<file path="config.mk">
export PLATFORM = sky130hd
export DESIGN_NAME = sjf_nonpreemptive_scheduler_top
export DESIGN_NICKNAME = d
export VERILOG_FILES = /design/src/rtl/core/sjf_pkg.sv /design/src/rtl/core/sjf_front.sv /design/src/rtl/core/sjf_core.sv /design/src/rtl/core/sjf_nonpreemptive_scheduler_top.sv
export SDC_FILE = /design/constraint.sdc
export NUM_CORES = 2
export LEC_CHECK = 0
export ABC_AREA = 1
export BUFFER_PORTS_ARGS = -buffer_cell sky130_fd_sc_hd__buf_4
export CAP_MARGIN = 40
export CORE_UTILIZATION = 55
export CTS_CLUSTER_DIAMETER = 80
export DETAILED_ROUTE_END_ITERATION = 12
export PLACE_DENSITY = 0.84
export SYNTH_ARGS = -nofsm -noshare
export SYNTH_HDL_FRONTEND = slang
export SYNTH_SLANG_ARGS = --single-unit
</file>
<file path="constraint.sdc">
create_clock -name clk -period 7.4 [get_ports clk]
set_input_delay 1.48 -clock clk [delete_from_list [all_inputs] [get_ports clk]]
set_output_delay 1.48 -clock clk [all_outputs]
set_load 0.1 [all_outputs]
</file>
<file path="src/rtl/core/sjf_pkg.sv">
// Shared types and constants for the SJF scheduler.
package sjf_pkg;

	localparam int unsigned TIME_W = 18;
	localparam int unsigned SUM_W  = 22;
	localparam logic [TIME_W-1:0] TIME_MAX = '1;
	localparam logic [SUM_W-1:0]  SUM_MAX  = '1;

	// input word
	typedef struct packed {
		logic [15:0] job_id;
		logic [15:0] arrival_time;
		logic [13:0] burst_time;
		logic        last_job;
	} job_t;

	// result word
	typedef struct packed {
		logic [15:0]       out_job_id;
		logic [TIME_W-1:0] completion_time;
		logic [TIME_W-1:0] turnaround_time;
		logic [TIME_W-1:0] waiting_time;
		logic [SUM_W-1:0]  sum_waiting;
		logic [SUM_W-1:0]  sum_turnaround;
		logic              last_result;
	} result_t;

	// back-end sequencer states
	typedef enum logic [2:0] {
		ST_LOAD,
		ST_SCAN,
		ST_APPLY,
		ST_REPORT,
		ST_EMIT
	} state_t;

endpackage

</file>
<file path="src/rtl/core/sjf_front.sv">
// Front end: input queue of job words ahead of the scheduler core.
module sjf_front (
	input  logic          clk,
	input  logic          arst_n,
	input  logic          push,
	output logic          full,
	input  sjf_pkg::job_t wdata,
	output logic          q_valid,
	input  logic          q_take,
	output sjf_pkg::job_t q_data
);
	import sjf_pkg::*;

	// two-entry queue
	job_t       mem_q [2];
	logic       wptr_q, rptr_q;
	logic [1:0] cnt_q;

	assign full    = (cnt_q == 2'd2);
	assign q_valid = (cnt_q != 2'd0);
	assign q_data  = mem_q[rptr_q];

	always_ff @(posedge clk) begin
		if (push && !full) mem_q[wptr_q] <= wdata;
	end

	always_ff @(posedge clk or negedge arst_n) begin
		if (!arst_n) begin
			wptr_q <= 1'b0;
			rptr_q <= 1'b0;
			cnt_q  <= 2'd0;
		end else begin
			if (push && !full) wptr_q <= ~wptr_q;
			if (q_take && q_valid) rptr_q <= ~rptr_q;
			cnt_q <= cnt_q + 2'((push && !full) ? 1 : 0) - 2'((q_take && q_valid) ? 1 : 0);
		end
	end

	assert property (@(posedge clk) disable iff (!arst_n) cnt_q <= 2'd2)
		else $error("queue count overflow");
	assert property (@(posedge clk) disable iff (!arst_n)
		(full && !(q_take && q_valid)) |=> full)
		else $error("full dropped without a take");
	assert property (@(posedge clk) disable iff (!arst_n) !(full && !q_valid))
		else $error("full but empty");
endmodule

</file>
<file path="src/rtl/core/sjf_core.sv">
// Back end: job store, SJF selection scan and result emission.
module sjf_core #(
	parameter int unsigned MAX_PROCS = 16
) (
	input  logic             clk,
	input  logic             arst_n,
	input  logic             q_valid,
	output logic             q_take,
	input  sjf_pkg::job_t    q_data,
	output logic             empty,
	input  logic             pop,
	output sjf_pkg::result_t rdata
);
	import sjf_pkg::*;

	localparam int unsigned IW = (MAX_PROCS > 1) ? $clog2(MAX_PROCS) : 1;
	localparam int unsigned CW = $clog2(MAX_PROCS + 1);

	// job store
	logic [15:0]       ids_q   [MAX_PROCS];
	logic [15:0]       arr_q   [MAX_PROCS];
	logic [13:0]       bur_q   [MAX_PROCS];
	logic [TIME_W-1:0] comp_q  [MAX_PROCS];
	logic [MAX_PROCS-1:0] done_q;

	state_t            state_q, state_d;
	logic [CW-1:0]     cnt_q;
	logic [CW-1:0]     left_q;
	logic [CW-1:0]     idx_q;
	logic [TIME_W-1:0] time_q;
	logic              pick_v_q;
	logic [IW-1:0]     pick_q;
	logic [13:0]       pick_b_q;
	logic [16:0]       next_arr_q;
	logic [SUM_W-1:0]  sw_q, st_q;
	result_t           out_q;
	logic              out_v_q;

	logic [IW-1:0]     ix;
	logic              arrived;
	logic [TIME_W:0]   tsum;
	logic [TIME_W-1:0] tnew;
	logic [TIME_W-1:0] tat, wt;
	logic [SUM_W:0]    swn, stn;
	logic              scan_end;

	assign ix       = idx_q[IW-1:0];
	assign arrived  = ({2'b0, arr_q[ix]} <= time_q);
	assign scan_end = (idx_q + CW'(1) == cnt_q);
	assign tsum     = {1'b0, time_q} + (TIME_W+1)'(bur_q[pick_q]);
	assign tnew     = tsum[TIME_W] ? TIME_MAX : tsum[TIME_W-1:0];
	assign tat      = comp_q[ix] - TIME_W'(arr_q[ix]);
	assign wt       = (tat > TIME_W'(bur_q[ix])) ? tat - TIME_W'(bur_q[ix]) : '0;
	assign swn      = {1'b0, sw_q} + (SUM_W+1)'(wt);
	assign stn      = {1'b0, st_q} + (SUM_W+1)'(tat);

	assign empty = !out_v_q;
	assign rdata = out_q;

	// next state
	always_comb begin
		state_d = state_q;
		q_take  = 1'b0;
		case (state_q)
			ST_LOAD: begin
				q_take = q_valid;
				if (q_valid && q_data.last_job) begin
					if (cnt_q != '0 || MAX_PROCS != 0) state_d = ST_SCAN;
				end
			end
			ST_SCAN:   if (scan_end) state_d = ST_APPLY;
			ST_APPLY:  state_d = (pick_v_q && left_q == CW'(1)) ? ST_REPORT : ST_SCAN;
			ST_REPORT: if (!out_v_q || pop) state_d = ST_EMIT;
			ST_EMIT:   state_d = scan_end ? ST_LOAD : ST_REPORT;
			default:   state_d = ST_LOAD;
		endcase
	end

	// store writes
	always_ff @(posedge clk) begin
		if (state_q == ST_LOAD && q_valid && cnt_q < CW'(MAX_PROCS)) begin
			ids_q[cnt_q[IW-1:0]] <= q_data.job_id;
			arr_q[cnt_q[IW-1:0]] <= q_data.arrival_time;
			bur_q[cnt_q[IW-1:0]] <= q_data.burst_time;
		end
		if (state_q == ST_APPLY && pick_v_q) comp_q[pick_q] <= tnew;
	end

	// control
	always_ff @(posedge clk or negedge arst_n) begin
		if (!arst_n) begin
			state_q  <= ST_LOAD;
			cnt_q    <= '0;
			left_q   <= '0;
			idx_q    <= '0;
			time_q   <= '0;
			done_q   <= '0;
			pick_v_q <= 1'b0;
			pick_q   <= '0;
			pick_b_q <= '0;
			next_arr_q <= '1;
			sw_q     <= '0;
			st_q     <= '0;
			out_v_q  <= 1'b0;
			out_q    <= '0;
		end else begin
			state_q <= state_d;
			// the report state refills the register on the same pop
			if (pop && out_v_q && state_q != ST_REPORT) out_v_q <= 1'b0;
			case (state_q)
				ST_LOAD: if (q_valid) begin
					logic [CW-1:0] nc;
					nc = (cnt_q < CW'(MAX_PROCS)) ? cnt_q + CW'(1) : cnt_q;
					cnt_q <= nc;
					if (cnt_q < CW'(MAX_PROCS)) done_q[cnt_q[IW-1:0]] <= 1'b0;
					if (q_data.last_job) begin
						left_q     <= nc;
						idx_q      <= '0;
						time_q     <= '0;
						pick_v_q   <= 1'b0;
						next_arr_q <= '1;
					end
				end
				ST_SCAN: begin
					if (!done_q[ix]) begin
						if (arrived) begin
							if (!pick_v_q || bur_q[ix] < pick_b_q) begin
								pick_v_q <= 1'b1;
								pick_q   <= ix;
								pick_b_q <= bur_q[ix];
							end
						end else if ({1'b0, arr_q[ix]} < next_arr_q) begin
							next_arr_q <= {1'b0, arr_q[ix]};
						end
					end
					idx_q <= idx_q + CW'(1);
				end
				ST_APPLY: begin
					if (pick_v_q) begin
						time_q         <= tnew;
						done_q[pick_q] <= 1'b1;
						left_q         <= left_q - CW'(1);
					end else begin
						time_q <= TIME_W'(next_arr_q[15:0]);
					end
					pick_v_q   <= 1'b0;
					next_arr_q <= '1;
					idx_q      <= '0;
					sw_q       <= '0;
					st_q       <= '0;
				end
				ST_REPORT: if (!out_v_q || pop) begin
					out_v_q <= 1'b1;
					out_q.out_job_id      <= ids_q[ix];
					out_q.completion_time <= comp_q[ix];
					out_q.turnaround_time <= tat;
					out_q.waiting_time    <= wt;
					out_q.sum_waiting     <= swn[SUM_W] ? SUM_MAX : swn[SUM_W-1:0];
					out_q.sum_turnaround  <= stn[SUM_W] ? SUM_MAX : stn[SUM_W-1:0];
					out_q.last_result     <= scan_end;
					sw_q <= swn[SUM_W] ? SUM_MAX : swn[SUM_W-1:0];
					st_q <= stn[SUM_W] ? SUM_MAX : stn[SUM_W-1:0];
				end
				ST_EMIT: begin
					idx_q <= idx_q + CW'(1);
					if (scan_end) begin
						cnt_q  <= '0;
						done_q <= '0;
						time_q <= '0;
					end
				end
				default: ;
			endcase
		end
	end

	assert property (@(posedge clk) disable iff (!arst_n) cnt_q <= CW'(MAX_PROCS))
		else $error("job count beyond capacity");
	assert property (@(posedge clk) disable iff (!arst_n)
		(state_q == ST_SCAN) |-> (idx_q < cnt_q))
		else $error("scan index out of range");
	assert property (@(posedge clk) disable iff (!arst_n)
		(state_q == ST_LOAD) |-> (done_q == '0))
		else $error("done flags not clear while loading");
endmodule

</file>
<file path="src/rtl/core/sjf_nonpreemptive_scheduler_top.sv">
// After the last job word, each scheduling step scans the stored entries and then
// passes the apply state; idle gaps add steps. Results then leave in load order
// through the report and emit states, stalling while an earlier result waits for pop.
// No job word of the next set is taken until the last result has passed the emit state.
// Reset: arst_n clears queues, counters, done flags and the result register.
// Job words keep queuing in the front end while the back end is busy.
module sjf_nonpreemptive_scheduler_top #(
	parameter int unsigned MAX_PROCS = 16
) (
	input  logic             clk,
	input  logic             arst_n,
	input  logic             push,
	output logic             full,
	input  sjf_pkg::job_t    in_word,
	output logic             empty,
	input  logic             pop,
	output sjf_pkg::result_t out_word
);
	import sjf_pkg::*;

	logic q_valid, q_take;
	job_t q_data;

	sjf_front u_front (
		.clk, .arst_n, .push, .full, .wdata(in_word),
		.q_valid, .q_take, .q_data
	);

	sjf_core #(.MAX_PROCS(MAX_PROCS)) u_core (
		.clk, .arst_n, .q_valid, .q_take, .q_data,
		.empty, .pop, .rdata(out_word)
	);
endmodule

</file>
; ---- Yosys cells after proc, flatten, opt, wreduce, memory -nomap -nowiden
; Memories as Yosys holds them, arrays and structs flattened. A register that Yosys moved wholly into a read port is not among the register bits.
; Index checks and enable logic that the tools add are counted.
[totals]
in_bits = 51
ramBits = 1118
reg_bits = 236
mem_count = 5
[memory_table]
columns = memory, depth, word_bits, read_ports, rd_ports_with_merged_regs, write_ports, line_no
row1 = u_core.comp_q, 16, 18, 1, 0, 1, sjf_core.sv:23  ; logic [TIME_W-1:0] comp_q [MAX_PROCS];
row2 = u_core.arr_q, 16, 16, 1, 0, 1, sjf_core.sv:21  ; logic [15:0] arr_q [MAX_PROCS];
row3 = u_core.ids_q, 16, 16, 1, 1, 1, sjf_core.sv:20  ; logic [15:0] ids_q [MAX_PROCS];
row4 = u_core.bur_q, 16, 14, 2, 0, 1, sjf_core.sv:22  ; logic [13:0] bur_q [MAX_PROCS];
row5 = u_front.mem_q, 2, 47, 1, 0, 1, sjf_front.sv:15  ; job_t mem_q [2];
[op_classes]
n_mux = 65
n_addsub = 10
bitwise_logic = 6
reduce_logical = 37
magnitude_cmp = 10
n_eq_ne = 21
[ops]
columns = op, n
row1 = 2-to-1 mux 18 bit, 6
row2 = 2-to-1 mux 22 bit, 4
row3 = case mux 22 bit (2 select lines), 2
row4 = 2-to-1 mux 17 bit, 5
row5 = 2-to-1 mux 16 bit, 4
row6 = case mux 18 bit (3 select lines), 1
row7 = case mux 17 bit (3 select lines), 1
row8 = case mux 16 bit (3 select lines), 1
row9 = adder 22 x 18 -> 23 bit, 2
row10 = 2-to-1 mux 5 bit, 8
row11 = 2-to-1 mux 1 bit, 20
row12 = "!= test 2 x 1 -> 1 bit, second input constant", 10
row13 = case mux 5 bit (2 select lines), 2
row14 = adder 18 x 14 -> 19 bit, 1
row15 = > comparator 18 x 14 -> 1 bit, 1
row16 = <= comparator 16 x 18 -> 1 bit, 1
row17 = subtractor 18 x 14 -> 18 bit, 1
row18 = subtractor 18 x 16 -> 18 bit, 1
row19 = less-than comparator 16 x 17 -> 1 bit, 1
row20 = bitwise AND 16 bit, 1
row21 = inverter 16 bit, 1
row22 = OR 16 bit, 1
row23 = "less-than comparator 4 x 5 -> 1 bit, second input constant", 3
row24 = case mux 3 bit (5 select lines), 1
row25 = 34 further kinds, 70

; ---- Longest topological paths before layout
[depth]
ltp_word = 9
ltp_mapped = 48
mapped_depth_nobuf = 43

; ---- Modules after synthesis
; A second synthesis with hierarchy kept.
[hier_totals]
hier_cells = 5410
hier_area_um2 = 60573.1
[by_module_without_submodules]
columns = mod, instances, area_each_um2, seq_area_each_um2, cells_per_inst
row1 = sjf_core, 1, 56930.9, 36976.7, 5132
row2 = sjf_front, 1, 3642.2, 2922.8, 278

; ---- Worst setup path before layout
; Ideal clock, no wire load.
[synth_path]
path_kind = flip-flop to flip-flop
startpoint = reg u_core.idx_q[0]
endpoint = reg u_core.out_q, in the netlist u_core.rdata[38]
setup_ns = 0.120
path_buffers = 8
required_time_ns = 7.280
path_stages_with_launch = 46
path_slack_ns = 1.290
arrival_ns = 5.991
period_less_slack_ns = 6.110
cell_sequence = dfrtp_1 > buf_6 > buf_6 > buf_6 > buf_4 > buf_4 > buf_2 > buf_2 > o21ai_0 > o221ai_1 > o211ai_1 > nand2_1 > ha_1 > a21oi_1 > nand2_1 > nand2_1 > nand3_1 > a31oi_1 > [... 10 more ...] > nand2_4 > buf_6 > nand2_2 > inv_1 > ha_1 > nand2_1 > nand2_1 > nand3_1 > nand2_1 > a21oi_1 > o21ai_0 > inv_1 > o21ai_0 > a21o_1 > and2_1 > o21ai_0 > nand2_1 > nand2_1
[synth_via]
elab_chain_cells = 6
elab_cells_between_ends = 9
classes_between = add/sub (3) / order compare (1) / mux (2) / memory (3)
[synth_rtl]
columns = element, line_no
row1 = start: declaration, sjf_core.sv:29  ; logic [CW-1:0] idx_q;
row2 = start signal: assignment, sjf_core.sv:136  ; idx_q <= idx_q + CW'(1);
row3 = start signal: assignment, sjf_core.sv:165  ; idx_q <= idx_q + CW'(1);
row4 = memory (16 x 18 bit) / memory (16 x 16 bit) (equally long branches), --
row5 = subtractor 18 x 16 -> 18 bit *, sjf_core.sv:52  ; assign tat = comp_q[ix] - TIME_W'(arr_q[ix]);
row6 = via u_core.tat[9], sjf_core.sv:43  ; logic [TIME_W-1:0] tat, wt;
row7 = > comparator 18 x 14 -> 1 bit *, sjf_core.sv:53  ; assign wt = (tat > TIME_W'(bur_q[ix])) ? tat - TIME_W'(bur_q[ix]) : '0;
row8 = 2-to-1 mux 18 bit *, sjf_core.sv:53
row9 = via u_core.wt[4], sjf_core.sv:43
row10 = adder 22 x 18 -> 23 bit *, sjf_core.sv:54  ; assign swn = {1'b0, sw_q} + (SUM_W+1)'(wt);
row11 = 2-to-1 mux 22 bit *, sjf_core.sv:158  ; out_q.sum_waiting <= swn[SUM_W] ? SUM_MAX : swn[SUM_W-1:0];
row12 = end: declaration, sjf_core.sv:36  ; result_t out_q;
; The timed path passes the listed nets; every way through them passes the cells marked *.
; A chain may end at the register's enable or synchronous reset.

; ---- Worst setup path after layout
[layout_path]
startpoint = reg u_core.idx_q[0]
endpoint = reg u_core.sw_q[2]
[layout_via]
elab_chain_cells = 8
elab_cells_between_ends = 11
classes_between = add/sub (3) / order compare (1) / mux (4) / memory (3)
[layout_rtl]
columns = element, line_no
row1 = memory (16 x 18 bit) / memory (16 x 16 bit) (equally long branches), --
row2 = subtractor 18 x 16 -> 18 bit *, sjf_core.sv:52
row3 = via u_core.tat[10], sjf_core.sv:43
row4 = subtractor 18 x 14 -> 18 bit / > comparator 18 x 14 -> 1 bit (equally long branches), sjf_core.sv:53
row5 = 2-to-1 mux 18 bit *, sjf_core.sv:53
row6 = via u_core.wt[13], sjf_core.sv:43
row7 = adder 22 x 18 -> 23 bit *, sjf_core.sv:54
row8 = 2-to-1 mux 22 bit *, sjf_core.sv:161  ; sw_q <= swn[SUM_W] ? SUM_MAX : swn[SUM_W-1:0];
row9 = 2-to-1 mux 22 bit *, sjf_core.sv:152  ; ST_REPORT: if (!out_v_q || pop) begin
row10 = case mux 22 bit (2 select lines) *, sjf_core.sv:110  ; case (state_q)
row11 = end signal: assignment, sjf_core.sv:161
row12 = end: declaration, sjf_core.sv:35  ; logic [SUM_W-1:0] sw_q, st_q;
; The timed path passes the listed nets; every way through them passes the cells marked *. The select of a mux whose other input is x is not followed.

==> results.py <==
metrics = {
    "status": {
        "outcome": "complete, no violations",
    },
    "clock_tree": {
        "cts_buffers": 139,
        "cts-root-buf": "clkbuf_16",
        "path_clk_slew_ns": 0.06,
        "cts_hold_buffers": 0,
        "clkSinkCount": 1370,
        "clockBufferDepth": 3,
        "cts_max_level": 4,
        "clk_latency_ns": 0.77,
        "cts_tree": "done",
    },
    "logic_synthesis": {
        "synth-edff-count": 1118,
        "yosysTopAreaCellShare": 0.555,
        "syn_inst": 5405,
        "ys_ff_latch": 1370,
        "yosysSeqAreaShare": 0.659,
        "async_flop_share": 0.184,
        "synth_nets": 5592,
        "yosysUniqueCellTypes": 59,
        "synth_ff_type": "edfxtp_1",
        "synth_area_leaders": "edfxtp_1 (55%), dfrtp_1 (9.7%), nand2_1 (5.5%)",
        "netlist_area_um2": 60500,
        "syn_avg_cell_area_um2": 11.2,
        "ys_warn_count": 0,
        "yosys.area.top_type": "edfxtp_1",
    },
    "die": {
        "io_pins": 168,
        "fp.dieH_um": 334,
        "row_count": 121,
        "die_w_um": 334,
        "initial_core_util": 0.555,
        "die-area_um2": 111000,
        "core_um2": 109000,
    },
    "routing": {
        "drt_first_pass_iters": 7,
        "first_iter_violations": 7207,
        "drc": 0,
        "vias": 45500,
        "ant_nets": 0,
        "via_per_inst": 6.44,
        "drt-total-wl_um": 172000,
        "wl_per_cell_um": 24.4,
    },
    "flow_run": {
        "maxCapViolations": 0,
    },
    "layout": {
        "regArea_um2": 39900,
        "fillerInstances": 7786,
        "final_cell_mix": "edfxtp_1 (1118), nand2_1 (888), nor2_1 (676)",
        "multi_input_comb_area_um2": 18400,
        "final_common_cell": "edfxtp_1",
        "final_util": 0.628,
        "syn_to_final_growth_pct": 13.1,
        "drive_gt1_frac": 0.116,
        "fin_nets": 5724,
    },
    "critical_path": {
        "regToRegStartpoint": "u_core.idx_q[0]",
        "critical_path.max_fanout": 52,
        "end_kind": "flip-flop",
        "start_kind": "flip-flop",
        "max_stage_delay_ns": 0.58,
        "critPathSlowestCell": "dfrtp_4",
        "critPathKind": "reg2reg",
        "startpoint": "u_core.idx_q[0]",
        "arrival_ns": 7.54,
        "crit_required_ns": 8.02,
        "crit_path_frequent_cell": "nand2_1",
    },
    "place": {
        "hpwl_um": 99300,
        "port_buffers": 167,
        "routabilityCongestion": 0.945,
    },
    "min_path": {
        "hp-class": "reg2reg",
        "hp-start": "u_core.rdata[60]",
    },
    "sta": {
        "min_period_ns": 6.91,
        "hold_viol_final": 0,
        "holdWs_ns": 0.481,
        "max_slew.worst_pin.slew_ns": 0.974,
        "clock.fmax_ghz": 0.145,
        "slew_violations": 0,
        "skew_ns": 0.0355,
        "fin_crit_sh": 0.934,
        "setup_viol": 0,
        "fin_tns_setup_ns": 0,
        "slew_headroom": 0.350,
    },
    "global_routing": {
        "grt_overflow": 0,
        "grt_pass1_vias": 43900,
        "antenna_found_initial": 0,
        "grt_first_pass_wirelength_um": 257000,
        "grt.total_usage": 0.302,
        "grt_max_degree": 190,
    },
}
==> layer usage <==
metal  vias to the layer above  global-route usage  part of all wire
met5                         -                   0                 0
met4                         0               0.167             0.058
met3                       709              0.0663              0.13
met2                      3518               0.474              0.46
met1                     21600               0.394              0.36
li1                      19700                   -                 -
==> stage by stage <==
step	std cells	worst slack, ns	cell area [µm²]
after floorplan	5405	1.29	60500
after global routing	7067	-0.00274	68500
after detailed placement	6804	0.421	63700
final	7069	0.489	68500
after global placement	6789	0.462	63400
after CTS	7061	0.361	68300
==> flip-flops by register name (all words and copies together), names as in the netlist, 18 cells and up <==
signal	count
u_core.comp_q	288
u_core.arr_q	256
u_core.ids_q	256
u_core.bur_q	224
u_core.rdata	115
u_front.mem_q	94
u_core.st_q	22
u_core.sw_q	22
u_core.time_q	18
==> layout make-up <==
cell class | count | share of cell area
Antenna cell | 2 | 0.0000731
Clock buffer | 191 | 0.0557
Clock inverter | 66 | 0.0111
Inverter | 273 | 0.0156
Multi-Input combinational cell | 3455 | 0.269
Sequential cell | 1370 | 0.583
Tap cell | 1414 | 0.0258
Timing Repair Buffer | 297 | 0.0392
Timing Repair inverter | 1 | 0.000164
==> kinds of logic (layout without fill, tap and decap cells) <==
family	after synthesis	after routing	synth area share
other	0	2	0
AOI/OAI and AO/OA	1377	1377	0.136
DFF	1370	1370	0.659
adders and majority gates	136	136	0.0287
buffers and inverters	580	828	0.0403
and+or+nand+nor	1874	1874	0.126
xor gates and xnor gates	68	68	0.00996
==> final timing paths <==
check	cells after the start	slack (ns)	endpoint
max in group asynchronous	2	5.24	u_core.sw_q[17]
setup / recovery	34	0.49	u_core.sw_q[2]
setup reg to reg	34	0.49	u_core.sw_q[2]
hold / removal	2	0.48	u_core.rdata[60]
min in group asynchronous	1	0.81	u_core.rdata[30]
hold reg to reg	2	0.48	u_core.rdata[60]
==> Yosys cell counts (5+ instances only) <==
cell / count
inv_2: 15
or4_1: 12
buf_1: 12
inv_1: 252
nand4_1: 28
buf_2: 82
dfrtp_1: 235
edfxtp_1: 1118
a21o_1: 12
a22oi_1: 112
clkbuf_1: 188
a21oi_1: 191
xnor2_1: 25
o22ai_1: 147
o21ai_1: 40
nor2_2: 7
a31oi_1: 25
buf_6: 14
nor4_1: 11
a21oi_2: 11
nand3b_1: 6
a22o_1: 7
nand3_1: 158
nand2_2: 17
xor2_1: 42
o211ai_1: 75
nand2_1: 888
fa_1: 5
nor2_1: 707
ha_1: 131
dfstp_2: 17
nor3_1: 12
or2_2: 8
o21ai_2: 11
o21ai_0: 602
buf_4: 10
o21bai_1: 9
o221ai_1: 117
==> timing repair <==
action | 4_1_cts | 5_1_grt
endpoints found under the setup margin | 0 | 42
setup buffers | 0 | 2
gates resized for setup | 0 | 13
==> worst max-delay path: cells and delay by family (launching register included) <==
kind / cells / cell delay, ns
flip-flops: 1 / 0.58
AND/OR/NAND/NOR: 17 / 2.09
XOR/XNOR: 1 / 0.43
AO/OA/AOI/OAI: 7 / 1.44
adder cells (fa/ha/maj): 3 / 1.17
buffers and inverters: 6 / 1.03
Power is left out: the tool's default activity adds up to more than one toggle a clock period on the data nets, which glitch-free logic cannot reach.
